<file path="config.mk">
export PLATFORM = sky130hd
export DESIGN_NAME = i2c_master_write_sequencer
export DESIGN_NICKNAME = d
export VERILOG_FILES = /design/src/sv/i2cw_pkg.sv /design/src/sv/i2cw_core.sv /design/src/sv/i2cw_out.sv /design/src/sv/i2c_master_write_sequencer.sv
export SDC_FILE = /design/constraint.sdc
export NUM_CORES = 1
export LEC_CHECK = 0
export BUFFER_PORTS_ARGS = -buffer_cell sky130_fd_sc_hd__buf_2
export CORE_MARGIN = 5
export CORE_UTILIZATION = 43
export CTS_CLUSTER_SIZE = 16
export DETAILED_ROUTE_END_ITERATION = 8
export SLEW_MARGIN = 15
export SYNTH_ARGS = -nofsm -noshare
export SYNTH_HDL_FRONTEND = slang
export SYNTH_SLANG_ARGS = --single-unit
</file>
<file path="constraint.sdc">
create_clock -name clk -period 6.2 [get_ports clk]
set_input_delay 1.24 -clock clk [delete_from_list [all_inputs] [get_ports clk]]
set_output_delay 1.24 -clock clk [all_outputs]
set_load 0.02 [all_outputs]
</file>
<file path="src/sv/i2cw_pkg.sv">
// Shared types and constants for the I2C master write sequencer.
package i2cw_pkg;

  typedef enum logic [3:0] {
    PH_IDLE        = 4'd0,
    PH_START_WAIT  = 4'd1,
    PH_START_SCL   = 4'd2,
    PH_BIT_SETUP   = 4'd3,
    PH_BIT_RELEASE = 4'd4,
    PH_BIT_WAIT    = 4'd5,
    PH_BIT_EXTRA   = 4'd6,
    PH_STOP_REL    = 4'd7,
    PH_STOP_WAIT   = 4'd8
  } phase_t;

  typedef enum logic [1:0] {
    CMD_NONE  = 2'd0,
    CMD_START = 2'd1,
    CMD_WRITE = 2'd2,
    CMD_STOP  = 2'd3
  } cmd_t;

  // Pin levels and busy flag carried from the sequencer to the result stage.
  typedef struct packed {
    logic scl_pull_low;
    logic sda_pull_low;
    logic busy_res;
  } res_t;

  localparam logic [7:0] SHIFT_IDLE   = 8'hFF;
  localparam logic [7:0] WAIT_MAX     = 8'hFF;
  localparam logic [3:0] ACK_BIT      = 4'd8;
  localparam logic [3:0] BITS_PER_BYTE = 4'd9;

endpackage

</file>
<file path="src/sv/i2cw_core.sv">
// Bus sequencer: phase state machine, shift register and counters, one step per item.
module i2cw_core import i2cw_pkg::*; (
  input  logic       clk,
  input  logic       rst_n,
  input  logic       step,
  input  logic [1:0] cmd,
  input  logic [7:0] data_byte,
  input  logic       scl_in,
  input  logic [7:0] extra_wait_ticks,
  output res_t       res_nxt
);

  phase_t     phase_r, phase_nxt;
  logic [7:0] shift_r, shift_nxt;
  logic [3:0] bit_cnt_r, bit_cnt_nxt;
  logic [7:0] wait_cnt_r, wait_cnt_nxt;
  logic       scl_low_r, scl_low_nxt;
  logic       sda_low_r, sda_low_nxt;

  logic [3:0] bit_inc;
  logic [7:0] wait_inc;
  logic       last_bit;
  logic       extra_done;
  logic       end_clock;
  cmd_t       cmd_c;

  assign cmd_c      = cmd_t'(cmd);
  assign bit_inc    = bit_cnt_r + 4'd1;
  assign last_bit   = (bit_inc >= BITS_PER_BYTE);
  assign wait_inc   = (wait_cnt_r < WAIT_MAX) ? wait_cnt_r + 8'd1 : wait_cnt_r;
  assign extra_done = (wait_inc >= extra_wait_ticks);

  // SCL goes low at the end of a bit clock in either the wait or the extra-wait phase
  always_comb begin
    end_clock = 1'b0;
    case (phase_r)
      PH_BIT_WAIT:  end_clock = scl_in && (extra_wait_ticks == 8'd0);
      PH_BIT_EXTRA: end_clock = extra_done;
      default:      end_clock = 1'b0;
    endcase
  end

  // next phase
  always_comb begin
    phase_nxt = phase_r;
    case (phase_r)
      PH_START_WAIT:  if (scl_in) phase_nxt = PH_START_SCL;
      PH_START_SCL:   phase_nxt = PH_BIT_SETUP;
      PH_BIT_SETUP:   phase_nxt = PH_BIT_RELEASE;
      PH_BIT_RELEASE: phase_nxt = PH_BIT_WAIT;
      PH_BIT_WAIT: begin
        if (end_clock)   phase_nxt = last_bit ? PH_IDLE : PH_BIT_SETUP;
        else if (scl_in) phase_nxt = PH_BIT_EXTRA;
      end
      PH_BIT_EXTRA: begin
        if (end_clock) phase_nxt = last_bit ? PH_IDLE : PH_BIT_SETUP;
      end
      PH_STOP_REL:  phase_nxt = PH_STOP_WAIT;
      PH_STOP_WAIT: if (scl_in) phase_nxt = PH_IDLE;
      default: begin
        case (cmd_c)
          CMD_START: phase_nxt = PH_START_WAIT;
          CMD_WRITE: phase_nxt = PH_BIT_SETUP;
          CMD_STOP:  phase_nxt = PH_STOP_REL;
          default:   phase_nxt = PH_IDLE;
        endcase
      end
    endcase
  end

  // datapath and pin levels
  always_comb begin
    shift_nxt    = shift_r;
    bit_cnt_nxt  = bit_cnt_r;
    wait_cnt_nxt = wait_cnt_r;
    scl_low_nxt  = scl_low_r;
    sda_low_nxt  = sda_low_r;
    case (phase_r)
      PH_START_WAIT: if (scl_in) sda_low_nxt = 1'b1;
      PH_START_SCL: begin
        scl_low_nxt = 1'b1;
        sda_low_nxt = 1'b0;
        bit_cnt_nxt = 4'd0;
      end
      PH_BIT_SETUP: begin
        scl_low_nxt = 1'b1;
        // the ACK bit leaves SDA released
        sda_low_nxt = (bit_cnt_r >= ACK_BIT) ? 1'b0 : ~shift_r[7];
      end
      PH_BIT_RELEASE: scl_low_nxt = 1'b0;
      PH_BIT_WAIT:    if (scl_in) wait_cnt_nxt = 8'd0;
      PH_BIT_EXTRA:   wait_cnt_nxt = wait_inc;
      PH_STOP_REL:    scl_low_nxt = 1'b0;
      PH_STOP_WAIT:   if (scl_in) sda_low_nxt = 1'b0;
      default: begin
        case (cmd_c)
          CMD_START: begin
            scl_low_nxt = 1'b0;
            shift_nxt   = data_byte;
            bit_cnt_nxt = 4'd0;
          end
          CMD_WRITE: begin
            scl_low_nxt = 1'b1;
            shift_nxt   = data_byte;
            bit_cnt_nxt = 4'd0;
          end
          CMD_STOP: sda_low_nxt = 1'b1;
          default: ;
        endcase
      end
    endcase
    if (end_clock) begin
      scl_low_nxt  = 1'b1;
      wait_cnt_nxt = 8'd0;
      if (last_bit) begin
        sda_low_nxt = 1'b0;
        shift_nxt   = SHIFT_IDLE;
        bit_cnt_nxt = 4'd0;
      end else begin
        shift_nxt   = {shift_r[6:0], 1'b1};
        bit_cnt_nxt = bit_inc;
      end
    end
  end

  always_ff @(posedge clk) begin
    if (!rst_n) begin
      phase_r    <= PH_IDLE;
      shift_r    <= SHIFT_IDLE;
      bit_cnt_r  <= 4'd0;
      wait_cnt_r <= 8'd0;
      scl_low_r  <= 1'b0;
      sda_low_r  <= 1'b0;
    end else if (step) begin
      phase_r    <= phase_nxt;
      shift_r    <= shift_nxt;
      bit_cnt_r  <= bit_cnt_nxt;
      wait_cnt_r <= wait_cnt_nxt;
      scl_low_r  <= scl_low_nxt;
      sda_low_r  <= sda_low_nxt;
    end
  end

  assign res_nxt.scl_pull_low = scl_low_nxt;
  assign res_nxt.sda_pull_low = sda_low_nxt;
  assign res_nxt.busy_res     = (phase_nxt != PH_IDLE);

endmodule

</file>
<file path="src/sv/i2cw_out.sv">
// Result register with valid/stall handshake; frees the input side when empty or draining.
module i2cw_out import i2cw_pkg::*; (
  input  logic clk,
  input  logic rst_n,
  input  logic load,
  input  res_t res_nxt,
  output logic room,
  output logic out_valid,
  input  logic out_stall,
  output res_t res
);

  logic valid_r, valid_nxt;
  res_t res_r;

  assign room      = !valid_r || !out_stall;
  assign valid_nxt = load || (valid_r && out_stall);

  always_ff @(posedge clk) begin
    if (!rst_n) begin
      valid_r <= 1'b0;
    end else begin
      valid_r <= valid_nxt;
    end
  end

  always_ff @(posedge clk) begin
    if (load) begin
      res_r <= res_nxt;
    end
  end

  assign out_valid = valid_r;
  assign res       = res_r;

endmodule

</file>
<file path="src/sv/i2c_master_write_sequencer.sv">
// Top level of the I2C master write sequencer.
//
// Each input item is one bus tick: an optional command (start plus address,
// write byte, stop) and the sensed SCL level. Each accepted item yields exactly
// one result item: the SCL and SDA pull-low levels after that tick, and a busy
// flag. Commands are honoured only while the sequencer is idle.
// Channels use valid/stall; an item moves when valid is high and stall low.
// The result register drives out_* in the cycle after the input is accepted.
// Throughput: one item per cycle while in_stall is low; the sequencer state
// and the result register are both updated in the accepting cycle, so items
// may arrive back to back. When the receiver stalls, the result register holds
// its item and in_stall is raised only while that full register is stalled; it
// clears the cycle the item is taken.
// Reset (rst_n low, synchronous): sequencer idle, both lines released,
// shift register all ones, counters zero, extra_wait_ticks zero, no result.
// cfg_wr_en writes extra_wait_ticks, the number of ticks SCL stays released
// after it reads high; write it only while idle.
module i2c_master_write_sequencer import i2cw_pkg::*; (
  input  logic       clk,
  input  logic       rst_n,
  input  logic       cfg_wr_en,
  input  logic [7:0] cfg_wr_data,
  input  logic       in_valid,
  output logic       in_stall,
  input  logic [1:0] in_cmd,
  input  logic [7:0] in_data_byte,
  input  logic       in_scl_in,
  output logic       out_valid,
  input  logic       out_stall,
  output logic       out_scl_pull_low,
  output logic       out_sda_pull_low,
  output logic       out_busy_res
);

  logic [7:0] extra_wait_r;
  logic       room;
  logic       accept;
  res_t       res_nxt;
  res_t       res;

  always_ff @(posedge clk) begin
    if (!rst_n) begin
      extra_wait_r <= 8'd0;
    end else if (cfg_wr_en) begin
      extra_wait_r <= cfg_wr_data;
    end
  end

  assign accept   = in_valid && room;
  assign in_stall = !room;

  i2cw_core u_core (
    .clk              (clk),
    .rst_n            (rst_n),
    .step             (accept),
    .cmd              (in_cmd),
    .data_byte        (in_data_byte),
    .scl_in           (in_scl_in),
    .extra_wait_ticks (extra_wait_r),
    .res_nxt          (res_nxt)
  );

  i2cw_out u_out (
    .clk       (clk),
    .rst_n     (rst_n),
    .load      (accept),
    .res_nxt   (res_nxt),
    .room      (room),
    .out_valid (out_valid),
    .out_stall (out_stall),
    .res       (res)
  );

  assign out_scl_pull_low = res.scl_pull_low;
  assign out_sda_pull_low = res.sda_pull_low;
  assign out_busy_res     = res.busy_res;

endmodule

</file>
After elaboration in Yosys (flattened, before gate mapping)
Cells that the tools add are included.
Cells by class
  add/sub/neg operators: 2
  multipliers: 0
  div/mod/pow operators: 0
  magnitude comparators: 4
  equality and inequality tests: 14
  shifts and indexed selects: 0
  muxes and demuxes: 31
  bitwise gates (word level): 1
  reductions and logical operators: 23
Operator list (number)
  $mux 8: 7
  $mux 4: 8
  $pmux 4 s8: 1
  $eq 4x3->1 const B: 4
  $pmux 8 s2: 1
  $pmux 3 s3: 1
  $reduce_and 3->1: 3
  $add 8x1->8 const B: 1
  $eq 4x2->1 const B: 2
  $ge 4x4->1 const B: 2
  $ge 8x8->1: 1
  $logic_not 8->1: 1
  $lt 8x8->1 const B: 1
  $pmux 4 s2: 1
  $reduce_or 4->1: 2
  $reduce_or 8->1: 1
  $mux 1: 7
  $reduce_or 7->1: 1
  $reduce_bool 3->1: 2
  $reduce_or 2->1: 3
  $pmux 1 s5: 1
  $add 4x1->4 const B: 1
  $eq 2x2->1 const B: 2
  $eq 4x1->1 const B: 1
  other kinds (13): 20
Word-level totals
  bits in registers: 38
  bits in latches: 0
  memory bits (writable): 0
  bits in read-only memories: 0
  input bits: 24
  output and inout port bits: 5
  word-level logic and storage cells: 86
  memories: 0

Longest topological paths before layout
  depth in word-level cells: 7
  depth in mapped cells: 13
  gate-level depth less buffers: 12

Hierarchy
A second synthesis with hierarchy kept.
Second synthesis, totals
  cells, all modules: 327
  area total of the unflattened synthesis: 2705.1 um2
Modules (own cells, without submodules)
  i2cw_core: instances 1, cells each 293, area an instance 2268.4 um2, seq. area each 520.5 um2
  i2c_master_write_sequencer: instances 1, cells each 27, area an instance 311.5 um2, seq. area each 160.2 um2
  i2cw_out: instances 1, cells each 7, area an instance 125.1 um2, seq. area each 110.1 um2

Worst setup path before layout
OpenSTA, ideal clock, no wires.
  path type: reg2reg
  start: register u_core.wait_cnt_r[3]
  end: register u_out.res_r, in the netlist u_out.res[0] (data pin)
  setup time: 0.272 ns
  arrival: 2.879 ns
  required time: 5.928 ns
  path slack: 3.049 ns
  cell stages (with the launch flop): 13
  period minus slack after synthesis: 3.151 ns
  path through: dfxtp_1 nand4_1 nor2_1 nand3_1 mux2_2 ha_1 nor2b_1 o211a_1 a211oi_2 o22a_2 buf_4 o21ai_1 or4b_1
RTL lines
  start, declared: line i2cw_core.sv:16  | logic [7:0] wait_cnt_r, wait_cnt_nxt;
  start signal, assigned: line i2cw_core.sv:138  | wait_cnt_r <= wait_cnt_nxt;
  end signal, assigned: line i2cw_out.sv:29  | res_r <= res_nxt;
  end, declared: line i2cw_out.sv:14  | res_t res_r;

Worst setup path after layout
  start: register u_core.wait_cnt_r[3]
  end: register u_core.shift_r[7]
Between the ends
  cells in the longest elaborated chain, start to end: 6
Ends and longest elaborated chain
  $add 8x1->8 / $lt 8x8->1 (equally long branches): line i2cw_core.sv:30  | assign wait_inc = (wait_cnt_r < WAIT_MAX) ? wait_cnt_r + 8'd1 : wait_cnt_r;
  $mux 8 (*): line i2cw_core.sv:30
  $ge 8x8->1 (*): line i2cw_core.sv:31  | assign extra_done = (wait_inc >= extra_wait_ticks);
  $pmux 1 s2 (*): line i2cw_core.sv:36  | case (phase_r)
  $ne 2x1->1 (no line) / $reduce_bool 2->1 (equally long branches)
  $reduce_and 3->1 (no line)
  end signal, assigned: line i2cw_core.sv:136  | shift_r <= shift_nxt;
  end, declared: line i2cw_core.sv:14  | logic [7:0] shift_r, shift_nxt;
Every way passes the cells marked *; elsewhere a longest branch is shown, timed or not.
A chain may end at the register's enable or synchronous reset.

==> flow_summary.json <==
{
  "min_from": "u_core.sda_low_r",
  "post_cts_resized": 0,
  "yosys_register_bits": 38,
  "dieWidth_um": 86.1,
  "hold_path_class": "flop to flop",
  "critPathLaunchType": "flop",
  "grt_pass1_wl_mm": 9.81,
  "die_y_um": 86.1,
  "drc": 0,
  "final_common_cell": "nor2_1",
  "drive_above_1_share_pct": 15.2,
  "power.density_nw_per_um2": 214,
  "ys_warn_count": 0,
  "post_cts_buffers": 0,
  "wire_per_inst_um": 14.6,
  "ys.flop_type": "dfxtp_1",
  "rrSetupSlack_ns": 2.72,
  "setup_tns_ns": 0,
  "yosysSeqAreaShare_pct": 31.8,
  "hold_buffers": 0,
  "final_cell_mix": "39 x nor2_1, 35 x dfxtp_1, 28 x buf_2",
  "firstDrtPassIters": 4,
  "synthToLayoutAreaGrowth_pct": 10.2,
  "grt_overflow": 0,
  "grt_start_max_net_pins": 28,
  "insertion_delay_ns": 0.29,
  "setup_ws_ns": 2.72,
  "drtIter0Drc": 148,
  "ant_nets": 0,
  "place_hpwl_mm": 4.12,
  "coreArea_um2": 5570,
  "rsz0062_at_grt": "no",
  "arrival_ns": 3.67,
  "clk_pin_slew_worst_paths_ns": 0.08,
  "num_rows": 27,
  "fin_nets": 360,
  "status": "finished clean",
  "cts_inserted_buffers": 5,
  "gp_congestion": 0.819,
  "p_leak_nw": 1.11,
  "reg2reg_depth": 12,
  "via_per_inst": 5.59,
  "cts_sinks": 38,
  "syn_avg_cell_area_um2": 8.19,
  "maxCapViolations": 0,
  "ff_latch_area_um2": 791,
  "synthesis.instances": 304,
  "cts_buffer_depth": 2,
  "final.period_utilization_pct": 56.2,
  "fillers": 563,
  "grtUsageTotal_pct": 16.3,
  "netlist_area_um2": 2490,
  "place_ws_ns": 2.76,
  "ys_types": 64,
  "multi_input_area_um2": 1560,
  "timing.rr.start": "u_core.wait_cnt_r[3]",
  "worst-endpoint-required_ns": 6.39,
  "num_io_pins": 29,
  "holdPathStages": 2,
  "vdd_drop_max_mv": 0.103,
  "path_max_fanout": 14,
  "port_buffers": 28,
  "layout.cells.non_filler": 395,
  "start_util_pct": 44.6,
  "critPathKind": "flop to flop",
  "worstReg2RegEnd": "u_core.shift_r[7]",
  "antenna_found_initial": 0,
  "async_flop_share_pct": 0,
  "final_hold_viol_count": 0,
  "clock_skew_ns": 0.00806,
  "setup_viol": 0,
  "h-tree-depth": 2,
  "root_buffer": "clkbuf_8",
  "synth_edf_count": 3,
  "critPathCaptureType": "flop",
  "holdPathEnd": "u_core.sda_low_r",
  "totalWireLength_mm": 5.76,
  "syn_nets": 342,
  "maxSlewViolCount": 0,
  "dp_cells": 387,
  "grt_pass1_vias": 2134,
  "dr_total_vias": 2208,
  "antenna_cells": 0,
  "cts_tree": "yes",
  "dieArea_um2": 7410,
  "worst_pin_slew_ns": 0.807,
  "slew_headroom_pct": 45.8,
  "fmax_ghz": 0.287,
  "period_needed_ns": 3.48
}
-- stage by stage --
step	util [%]	hold WS (ns)	power, mW	area, um^2
2_1_floorplan	-	0.441	0.379	2490
3_3_place_gp	47.5	0.469	0.412	2650
3_5_place_dp	47.5	0.480	0.412	2650
4_1_cts	49.2	0.495	0.592	2740
5_1_grt	49.2	0.518	0.619	2740
6_report	49.2	0.496	0.587	2740
-- cell type report --
type | count | area share, %
clock buffer | 6 | 3.01
clock inverter | 2 | 0.456
inverter | 18 | 2.46
multi-input combinational | 231 | 56.8
sequential | 38 | 28.8
tap | 72 | 3.28
timing repair buffer | 28 | 5.11
-- metal layers --
layer  share of wire, %  vias up  global-route usage [%]
li1                   -     1140                       -
met1                 47     1008                    20.4
met2                 46       48                    27.2
met3                4.3       12                    3.75
met4                2.1        0                    5.76
met5                  0        -                       0
-- synth_stat cells, drive strengths merged, types with 2 or more instances --
| cell | number | share of area (%) |
|---|---|---|
| a31o | 3 | 1.1 |
| o22a | 2 | 0.75 |
| a211oi | 2 | 0.80 |
| inv | 16 | 2.4 |
| clkbuf | 12 | 1.8 |
| and2 | 4 | 1.0 |
| nor4 | 2 | 0.50 |
| clkinv | 2 | 0.30 |
| nand3b | 2 | 0.60 |
| a32oi | 4 | 1.4 |
| a21oi | 9 | 2.0 |
| a221o | 7 | 2.8 |
| edfxtp | 3 | 3.6 |
| nand2b | 6 | 1.5 |
| nor3 | 4 | 1.0 |
| nand3 | 9 | 2.0 |
| xnor2 | 3 | 1.1 |
| o211ai | 2 | 0.60 |
| mux2 | 5 | 2.3 |
| or2 | 2 | 0.50 |
| o21ai | 22 | 4.4 |
| a32o | 2 | 0.80 |
| a31oi | 5 | 1.3 |
| o21ba | 2 | 0.80 |
| a22o | 2 | 0.70 |
| a211o | 2 | 0.70 |
| nor2 | 39 | 5.9 |
| mux2i | 10 | 4.0 |
| a221oi | 2 | 0.70 |
| dfxtp | 35 | 28 |
| nand2 | 25 | 3.8 |
| nand4 | 4 | 1.0 |
| o21a | 5 | 1.5 |
| nor2b | 8 | 2.0 |
| and3 | 2 | 0.50 |
| buf | 5 | 1.1 |
| xor2 | 2 | 0.70 |
| a21boi | 3 | 1.1 |
| o31ai | 2 | 0.60 |
| a21o | 3 | 0.90 |
| ha | 14 | 7.0 |
-- registers in the layout, summed over array words and instances, names as in the netlist --
register           flops
u_out.res              3
extra_wait_r           8
u_core.scl_low_r       1
u_core.sda_low_r       1
u_core.shift_r         8
u_core.bit_cnt_r       4
u_core.phase_r         4
u_core.wait_cnt_r      8
u_out.out_valid        1
-- logic make-up after synthesis --
family	synth area share, %
buffers and inverters	5.58
flip-flops	31.8
adder cells (fa/ha/maj)	7.04
multiplexers	6.28
AND/OR/NAND/NOR	21.7
XOR/XNOR	1.76
AO/OA/AOI/OAI	25.9
-- worst max-delay path: stages (launching register included) --
cell	delay [ns]
dfxtp_1	0.43
nand4_1	0.14
nor2_1	0.25
nand3_1	0.20
mux2_2	0.33
ha_1	0.30
nor2b_1	0.14
o211a_1	0.21
a211oi_2	0.20
o22a_2	0.36
and2_1	0.35
o21ai_1	0.12
a221o_1	0.35
-- power breakdown --
group,switching (mW),internal [mW]
clock network,0.0903,0.0894
logic,0.0673,0.0550
registers,0.0201,0.264
-- worst max path at each step --
stage,from,cells past startpoint,endpoint
detailed placement,u_core.wait_cnt_r[3],12,u_core.shift_r[7]
global route,u_core.wait_cnt_r[3],12,u_core.shift_r[7]
finish,u_core.wait_cnt_r[3],12,u_core.shift_r[7]
floorplan,u_core.wait_cnt_r[3],12,u_out.res[0]
CTS,u_core.wait_cnt_r[3],12,u_core.shift_r[7]
global placement,u_core.wait_cnt_r[3],12,u_core.shift_r[7]
(Power assumes the default switching activity.)
